===== src/rtl/spd_pkg.sv =====
// shared types and constants of the sensor packet deframer
`default_nettype none

package spd_pkg;

  localparam int unsigned MaxTypes = 8;
  localparam int unsigned CfgIdxW  = 2;
  localparam int unsigned CfgDataW = 64;

  localparam logic [CfgIdxW-1:0] CFG_START_BYTES   = 2'd0;
  localparam logic [CfgIdxW-1:0] CFG_FRAME_LENGTHS = 2'd1;
  localparam logic [CfgIdxW-1:0] CFG_ENABLES       = 2'd2;
  localparam logic [CfgIdxW-1:0] CFG_LOW_FIRST     = 2'd3;

  localparam logic [1:0] STATUS_IN_FRAME = 2'd0;
  localparam logic [1:0] STATUS_GOOD     = 2'd1;
  localparam logic [1:0] STATUS_BAD      = 2'd2;
  localparam logic [1:0] STATUS_SKIPPED  = 2'd3;

  localparam logic [7:0] MinFrameLen = 8'd3;

  typedef enum logic [2:0] {
    KIND_SKIP,
    KIND_START,
    KIND_BODY,
    KIND_CHK1,
    KIND_CHK2
  } spd_kind_e;

  typedef struct packed {
    spd_kind_e  kind;
    logic [7:0] data;
    logic [7:0] pos;
    logic [2:0] tidx;
  } spd_item_t;

endpackage

`default_nettype wire


===== src/rtl/spd_front.sv =====
// front end: start byte match, frame tracking and byte classification
`default_nettype none

module spd_front #(
  parameter int unsigned NUM_TYPES = 8
) (
  input  wire logic             clk_i,
  input  wire logic             rst_ni,
  input  wire logic             accept_i,
  input  wire logic [7:0]       rx_byte_i,
  input  wire logic [63:0]      start_bytes_i,
  input  wire logic [63:0]      frame_lengths_i,
  input  wire logic [7:0]       enables_i,
  output spd_pkg::spd_item_t    item_o
);
  import spd_pkg::*;

  logic       in_frame_q, in_frame_d;
  logic [7:0] seen_q, seen_d;
  logic [7:0] len_q, len_d;
  logic [2:0] type_q, type_d;

  logic       hit;
  logic [2:0] hit_idx;
  logic [7:0] hit_len;
  logic [8:0] pos_plus2;

  always_comb begin
    hit     = 1'b0;
    hit_idx = '0;
    hit_len = '0;
    for (int k = NUM_TYPES - 1; k >= 0; k--) begin
      if (enables_i[k] && (frame_lengths_i[8*k +: 8] >= MinFrameLen) &&
          (start_bytes_i[8*k +: 8] == rx_byte_i)) begin
        hit     = 1'b1;
        hit_idx = 3'(k);
        hit_len = frame_lengths_i[8*k +: 8];
      end
    end
  end

  assign pos_plus2 = {1'b0, seen_q} + 9'd2;

  always_comb begin
    in_frame_d   = in_frame_q;
    seen_d       = seen_q;
    len_d        = len_q;
    type_d       = type_q;
    item_o.data  = rx_byte_i;
    item_o.pos   = '0;
    item_o.tidx  = '0;
    item_o.kind  = KIND_SKIP;
    if (!in_frame_q) begin
      if (hit) begin
        item_o.kind = KIND_START;
        item_o.tidx = hit_idx;
        in_frame_d  = 1'b1;
        seen_d      = 8'd1;
        len_d       = hit_len;
        type_d      = hit_idx;
      end
    end else begin
      item_o.pos  = seen_q;
      item_o.tidx = type_q;
      seen_d      = seen_q + 8'd1;
      if (pos_plus2 < {1'b0, len_q}) begin
        item_o.kind = KIND_BODY;
      end else if (pos_plus2 == {1'b0, len_q}) begin
        item_o.kind = KIND_CHK1;
      end else begin
        item_o.kind = KIND_CHK2;
        in_frame_d  = 1'b0;
      end
    end
  end

  always_ff @(posedge clk_i or negedge rst_ni) begin
    if (!rst_ni) begin
      in_frame_q <= 1'b0;
      seen_q     <= '0;
      len_q      <= '0;
      type_q     <= '0;
    end else if (accept_i) begin
      in_frame_q <= in_frame_d;
      seen_q     <= seen_d;
      len_q      <= len_d;
      type_q     <= type_d;
    end
  end

endmodule

`default_nettype wire


===== src/rtl/spd_queue.sv =====
// two entry queue between front and back
`default_nettype none

module spd_queue (
  input  wire logic               clk_i,
  input  wire logic               rst_ni,
  input  wire logic               wr_i,
  input  wire spd_pkg::spd_item_t wr_item_i,
  output logic                    full_o,
  input  wire logic               rd_i,
  output spd_pkg::spd_item_t      rd_item_o,
  output logic                    empty_o
);
  import spd_pkg::*;

  spd_item_t  entries_q [2];
  logic       wr_ptr_q, rd_ptr_q;
  logic [1:0] count_q;

  assign full_o    = (count_q == 2'd2);
  assign empty_o   = (count_q == 2'd0);
  assign rd_item_o = entries_q[rd_ptr_q];

  always_ff @(posedge clk_i or negedge rst_ni) begin
    if (!rst_ni) begin
      wr_ptr_q <= 1'b0;
      rd_ptr_q <= 1'b0;
      count_q  <= '0;
    end else begin
      if (wr_i) begin
        wr_ptr_q <= ~wr_ptr_q;
      end
      if (rd_i) begin
        rd_ptr_q <= ~rd_ptr_q;
      end
      count_q <= count_q + {1'b0, wr_i} - {1'b0, rd_i};
    end
  end

  always_ff @(posedge clk_i) begin
    if (wr_i) begin
      entries_q[wr_ptr_q] <= wr_item_i;
    end
  end

endmodule

`default_nettype wire


===== src/rtl/spd_back.sv =====
// back end: checksum accumulation, status and result register
`default_nettype none

module spd_back (
  input  wire logic               clk_i,
  input  wire logic               rst_ni,
  input  wire spd_pkg::spd_item_t item_i,
  input  wire logic               item_valid_i,
  output logic                    take_o,
  input  wire logic               low_first_i,
  input  wire logic               pop_i,
  output logic                    empty_o,
  output logic [7:0]              data_byte_o,
  output logic [7:0]              frame_position_o,
  output logic [2:0]              type_index_o,
  output logic                    frame_last_o,
  output logic [1:0]              status_o
);
  import spd_pkg::*;

  logic        out_valid_q;
  logic [15:0] sum_q, sum_d;
  logic [7:0]  first_q, first_d;
  logic [15:0] sent;
  logic [1:0]  status_d;

  assign take_o  = item_valid_i && (!out_valid_q || pop_i);
  assign empty_o = !out_valid_q;
  assign sent    = low_first_i ? {item_i.data, first_q} : {first_q, item_i.data};

  always_comb begin
    sum_d    = sum_q;
    first_d  = first_q;
    status_d = STATUS_IN_FRAME;
    case (item_i.kind)
      KIND_SKIP:  status_d = STATUS_SKIPPED;
      KIND_START: sum_d = {8'd0, item_i.data};
      KIND_BODY:  sum_d = sum_q + {8'd0, item_i.data};
      KIND_CHK1:  first_d = item_i.data;
      KIND_CHK2:  status_d = (sent == sum_q) ? STATUS_GOOD : STATUS_BAD;
      default:    status_d = STATUS_IN_FRAME;
    endcase
  end

  always_ff @(posedge clk_i or negedge rst_ni) begin
    if (!rst_ni) begin
      out_valid_q <= 1'b0;
    end else if (take_o) begin
      out_valid_q <= 1'b1;
    end else if (pop_i) begin
      out_valid_q <= 1'b0;
    end
  end

  always_ff @(posedge clk_i) begin
    if (take_o) begin
      sum_q            <= sum_d;
      first_q          <= first_d;
      data_byte_o      <= item_i.data;
      frame_position_o <= item_i.pos;
      type_index_o     <= item_i.tidx;
      frame_last_o     <= (item_i.kind == KIND_CHK2);
      status_o         <= status_d;
    end
  end

endmodule

`default_nettype wire


===== src/rtl/sensor_packet_deframer_top.sv =====
// top level of the sensor packet deframer
// usage:
//   input queue: drive rx_byte_i and push; a beat moves when push is high and
//   full is low. one received byte per beat.
//   result queue: while empty is low the oldest result is on the result ports;
//   it moves when pop is high. every input byte gives exactly one result.
//   configuration: cfg_we_i writes cfg_data_i into register cfg_idx_i (0 start
//   bytes, 1 frame lengths, 2 enables, 3 checksum low first); the user writes
//   it only while no byte is in flight, which the block itself does not enforce.
//   path: an accepted byte is written into the two entry queue and moves on
//   into the result register when the result stage is empty or being popped.
//   throughput: one byte per cycle unless a low pop stalls it, set by the table
//   match in the front end and the single 16 bit add in the back end.
//   reset: frame tracking returns to hunting, queue and result stage empty,
//   configuration registers zero.
//   stall: when pop stays low the result holds, the two entry queue fills and
//   full rises; nothing is dropped.
`default_nettype none

module sensor_packet_deframer_top #(
  parameter int unsigned NUM_TYPES = 8
) (
  input  wire logic         clk_i,
  input  wire logic         rst_ni,
  input  wire logic         cfg_we_i,
  input  wire logic [1:0]   cfg_idx_i,
  input  wire logic [63:0]  cfg_data_i,
  input  wire logic         push,
  output logic              full,
  input  wire logic [7:0]   rx_byte_i,
  output logic              empty,
  input  wire logic         pop,
  output logic [7:0]        data_byte_o,
  output logic [7:0]        frame_position_o,
  output logic [2:0]        type_index_o,
  output logic              frame_last_o,
  output logic [1:0]        status_o
);
  import spd_pkg::*;

  logic [63:0] start_bytes_q;
  logic [63:0] frame_lengths_q;
  logic [7:0]  enables_q;
  logic        low_first_q;
  logic [7:0]  enables_used;

  logic      accept;
  spd_item_t front_item;
  spd_item_t queue_item;
  logic      queue_empty;
  logic      take;

  for (genvar g = 0; g < MaxTypes; g++) begin : g_en
    assign enables_used[g] = (g < NUM_TYPES) ? enables_q[g] : 1'b0;
  end

  always_ff @(posedge clk_i or negedge rst_ni) begin
    if (!rst_ni) begin
      start_bytes_q   <= '0;
      frame_lengths_q <= '0;
      enables_q       <= '0;
      low_first_q     <= 1'b0;
    end else if (cfg_we_i) begin
      case (cfg_idx_i)
        CFG_START_BYTES:   start_bytes_q   <= cfg_data_i;
        CFG_FRAME_LENGTHS: frame_lengths_q <= cfg_data_i;
        CFG_ENABLES:       enables_q       <= cfg_data_i[7:0];
        CFG_LOW_FIRST:     low_first_q     <= cfg_data_i[0];
        default:           low_first_q     <= low_first_q;
      endcase
    end
  end

  assign accept = push && !full;

  spd_front #(
    .NUM_TYPES(NUM_TYPES)
  ) u_front (
    .clk_i          (clk_i),
    .rst_ni         (rst_ni),
    .accept_i       (accept),
    .rx_byte_i      (rx_byte_i),
    .start_bytes_i  (start_bytes_q),
    .frame_lengths_i(frame_lengths_q),
    .enables_i      (enables_used),
    .item_o         (front_item)
  );

  spd_queue u_queue (
    .clk_i    (clk_i),
    .rst_ni   (rst_ni),
    .wr_i     (accept),
    .wr_item_i(front_item),
    .full_o   (full),
    .rd_i     (take),
    .rd_item_o(queue_item),
    .empty_o  (queue_empty)
  );

  spd_back u_back (
    .clk_i           (clk_i),
    .rst_ni          (rst_ni),
    .item_i          (queue_item),
    .item_valid_i    (!queue_empty),
    .take_o          (take),
    .low_first_i     (low_first_q),
    .pop_i           (pop),
    .empty_o         (empty),
    .data_byte_o     (data_byte_o),
    .frame_position_o(frame_position_o),
    .type_index_o    (type_index_o),
    .frame_last_o    (frame_last_o),
    .status_o        (status_o)
  );

endmodule

`default_nettype wire


===== config.mk =====
export PLATFORM = sky130hd
export DESIGN_NAME = sensor_packet_deframer_top
export DESIGN_NICKNAME = d
export VERILOG_FILES = /design/src/rtl/spd_pkg.sv /design/src/rtl/spd_front.sv /design/src/rtl/spd_queue.sv /design/src/rtl/spd_back.sv /design/src/rtl/sensor_packet_deframer_top.sv
export SDC_FILE = /design/constraint.sdc
export NUM_CORES = 1
export LEC_CHECK = 0
export BUFFER_PORTS_ARGS = -buffer_cell sky130_fd_sc_hd__buf_2
export CORE_MARGIN = 2
export CORE_UTILIZATION = 45
export DETAILED_ROUTE_END_ITERATION = 10
export SLEW_MARGIN = 20
export SYNTH_ARGS = -nofsm -noshare
export SYNTH_HDL_FRONTEND = slang
export SYNTH_SLANG_ARGS = --single-unit

===== constraint.sdc =====
create_clock -name clk_i -period 4.6 [get_ports clk_i]
set_input_delay 0.46 -clock clk_i [delete_from_list [all_inputs] [get_ports clk_i]]
set_output_delay 0.46 -clock clk_i [all_outputs]
set_load 0.01 [all_outputs]

==> results.cfg <==
[clock_tree]
clock_latency_ps = 540
cts_resized = 0
cts_tree = yes
holdBufCountCts = 1
cts_root_buffer = clkbuf_16
cts-htree-levels = 1
clk_pin_slew_ps = 60
post-cts-setup-buffers = 0
cts_buffer_depth = 3
cts_buffers = 28
cts.sinks = 252

[global_route]
grt_usage_pct = 20.30
grt_antenna_before_repair = 1
grt_max_degree = 85
grt_pass1_wl_um = 46060
grt_pass1_vias = 8114
overflow = 0

[pwr]
intPower_w = 0.005344
p_sw_share_pct = 30.87
seq_power_share_pct = 44.4
switchingPower_w = 0.002386
pwr-share-clk_pct = 30.0
p_comb_share_pct = 25.7
power_w = 0.007730
ir_worst_vdd_mv = 0.3450
power.leakage_nw = 5.706
p_per_area_nw_per_um2 = 540.2

[drt]
drt_iter0_markers = 498
drt_pass1_iterations = 5
vias_per_cell = 5.503
routedWlPerCell_um = 19.02
vias = 8288
drc = 0
antenna_left = 0
routed_wl_um = 28640

[critical_path]
r2r_end = u_front.len_q[0]$_DFFE_PN0P_
required_ps = 5050
r2r_start = frame_lengths_q[7]$_DFFE_PN0P_
crit_fanout = 17
end_kind = flip-flop
crit_type = reg2reg
arrival_ps = 4030
slowest_delay_ps = 750
startpoint_type = flip-flop
reg2reg_depth = 7
cp_slowest_cell = a311o_1
path_cells = or4_1 -> a2111oi_0 -> nor4_2 -> nor2_1 -> a311o_1 -> a221oi_1 -> a21oi_1
startpoint = frame_lengths_q[7]$_DFFE_PN0P_
rrSetupSlack_ps = 1020
cp-endpoint = u_front.len_q[0]$_DFFE_PN0P_

[floorplanning]
die_w_um = 170.5
die-area_um2 = 29050
start_util_pct = 46.01
coreArea_um2 = 27100
ios = 103
die_y_um = 170.5
rows = 60

[synthesis]
async_reset_ff_share_pct = 64.29
yosysSeqAreaShare_pct = 54.19
syn_avg_cell_area_um2 = 12.24
yosys.area.top_type = dfrtp_1
ys_top_cells_by_area = dfrtp_1 33%, edfxtp_1 22%, mux2_2 14%
yosys_warnings = 0
ys_ff_latch = 252
synth_ff_type = dfrtp_1
synth_cell_types = 70
postSynthCellCount = 1019
synthMostInstantiatedCell = dfrtp_1
synth-edff-count = 90
synth_top_area_share_pct = 32.51
netlist_area_um2 = 12470
synth_common_cells = 162 x dfrtp_1, 158 x mux2_2, 90 x edfxtp_1, 70 x xnor2_1, 55 x nor2_1
synth_fp_nets = 1119

[finish]
n_fill_cell = 2371
syn2layout_area_growth_pct = 14.76
drive_gt1_share_pct = 29.63
final_util_pct = 52.80
n_antenna_cell = 0
final_cell_count_no_fill = 1506
fin_nets = 1212

[timing]
worst_slew_pin_slew_ps = 1056
maxSlewHeadroom_pct = 29.03
final-hold-violation-count = 0
period_share_pct = 77.86
tns_ps = 0
fin_crit_ps = 3582
slew_violations = 0
clock.fmax_mhz = 279.2
clock-skew-final_ps = 8.554
setup_violations = 0
rsz0062_at_grt = no

[place]
hpwl_um = 19870
gp_congestion = 0.8436
numPortBuffers = 102
place_inst = 1453

[run]
drv_cap = 0

[min_path]
worstHoldPathType = in2reg

[run_status]
status = complete, no violations
==> sequential cells by signal (all words and copies together) (netlist names) <==
name	count
frame_lengths_q	64
start_bytes_q	64
u_queue.entries_q	44
u_back.sum_q	16
enables_q	8
u_back.data_byte_o	8
u_back.first_q	8
u_back.frame_position_o	8
u_front.len_q	8
u_front.seen_q	8
u_back.type_index_o	3
u_front.type_q	3
u_back.status_o	2
u_queue.count_q	2
low_first_q	1
u_back.frame_last_o	1
u_back.out_valid_q	1
u_front.in_frame_q	1
u_queue.rd_ptr_q	1
u_queue.wr_ptr_q	1
==> area by class of cell <==
class                      count  area [um2]  area share [%]
clock buffer                  38       799.5           5.588
clock inverter                14       172.7           1.207
inverter                      47       176.4           1.233
multi-input combinational    671        5331           37.26
sequential                   252        6756           47.22
tap                          372       465.4           3.253
timing repair buffer         112       606.8           4.241
==> placed cells by master, fill, tap and decap left out, types with 12 or more instances in the layout <==
| cell | count |
|---|---|
| dfrtp_1 | 162 |
| mux2_2 | 158 |
| buf_2 | 101 |
| edfxtp_1 | 90 |
| xnor2_1 | 70 |
| nor2_1 | 54 |
| nand2_1 | 49 |
| inv_1 | 47 |
| o21ai_0 | 31 |
| a21oi_1 | 29 |
| clkbuf_16 | 29 |
| nand3_1 | 27 |
| ha_1 | 20 |
| nor3_1 | 16 |
| nor4_1 | 16 |
| xor2_1 | 14 |
| and2_1 | 12 |
| o211ai_1 | 12 |
==> worst max-delay path, delay by kind of cell (launching register included) <==
family / cells / cell delay, ps
compound gates: 4 / 1610
simple gates: 3 / 1490
flops: 1 / 400
==> stage by stage <==
stage	hold WS, ps	instance area [um2]	setup WS (ps)
final	122.4	14310	1018
after global routing	123.7	14310	686.0
after CTS	110.6	14310	1023
after detailed placement	467.1	13330	955.9
after global placement	464.3	13330	993.8
after floorplan	164.4	12470	942.4
==> power by group through the flow <==
stage	clock (W)	sequential (W)	combinational (W)
floorplan	0	0.00333	0.00150
global placement	0	0.00346	0.00197
CTS	0.00238	0.00343	0.00201
detailed placement	0	0.00347	0.00200
global route	0.00247	0.00350	0.00224
finish	0.00232	0.00343	0.00198
==> cells by family (layout without fill, tap and decap cells) <==
family	count (synthesis)	count (layout)	share of synthesized area, %
muxes	162	162	14.59
buffers and inverters	96	211	3.302
DFF	252	252	54.19
xor gates and xnor gates	84	84	5.901
and+or+nand+nor	241	241	10.50
AOI/OAI and AO/OA	163	163	9.353
adders and majority gates	21	21	2.168
==> worst min-delay path by stage <==
| stage | startpoint | to | slack (ps) | depth (start not counted) |
|---|---|---|---|---|
| 3_3_place_gp | u_front.type_q[0]$_DFFE_PN0P_ | u_front.type_q[0]$_DFFE_PN0P_ | 460 | 2 |
| 6_report | pop | u_back.out_valid_q$_DFFE_PN0P_ | 120 | 2 |
| 3_5_place_dp | u_front.type_q[0]$_DFFE_PN0P_ | u_front.type_q[0]$_DFFE_PN0P_ | 470 | 2 |
| 5_1_grt | pop | u_back.out_valid_q$_DFFE_PN0P_ | 120 | 2 |
| 4_1_cts | pop | u_back.out_valid_q$_DFFE_PN0P_ | 110 | 2 |
| 2_1_floorplan | rst_ni | enables_q[0]$_DFFE_PN0P_ | 160 | 0 |
==> metal layers <==
layer / track usage, % / up-vias / wire, um
met5: 0 / - / 15
met4: 5.054 / 2 / 737
met3: 2.860 / 53 / 1160
met2: 33.78 / 201 / 13540
met1: 28.14 / 4091 / 13180
li1: - / 3941 / -
No activity file was read; power rests on OpenSTA's default activity.
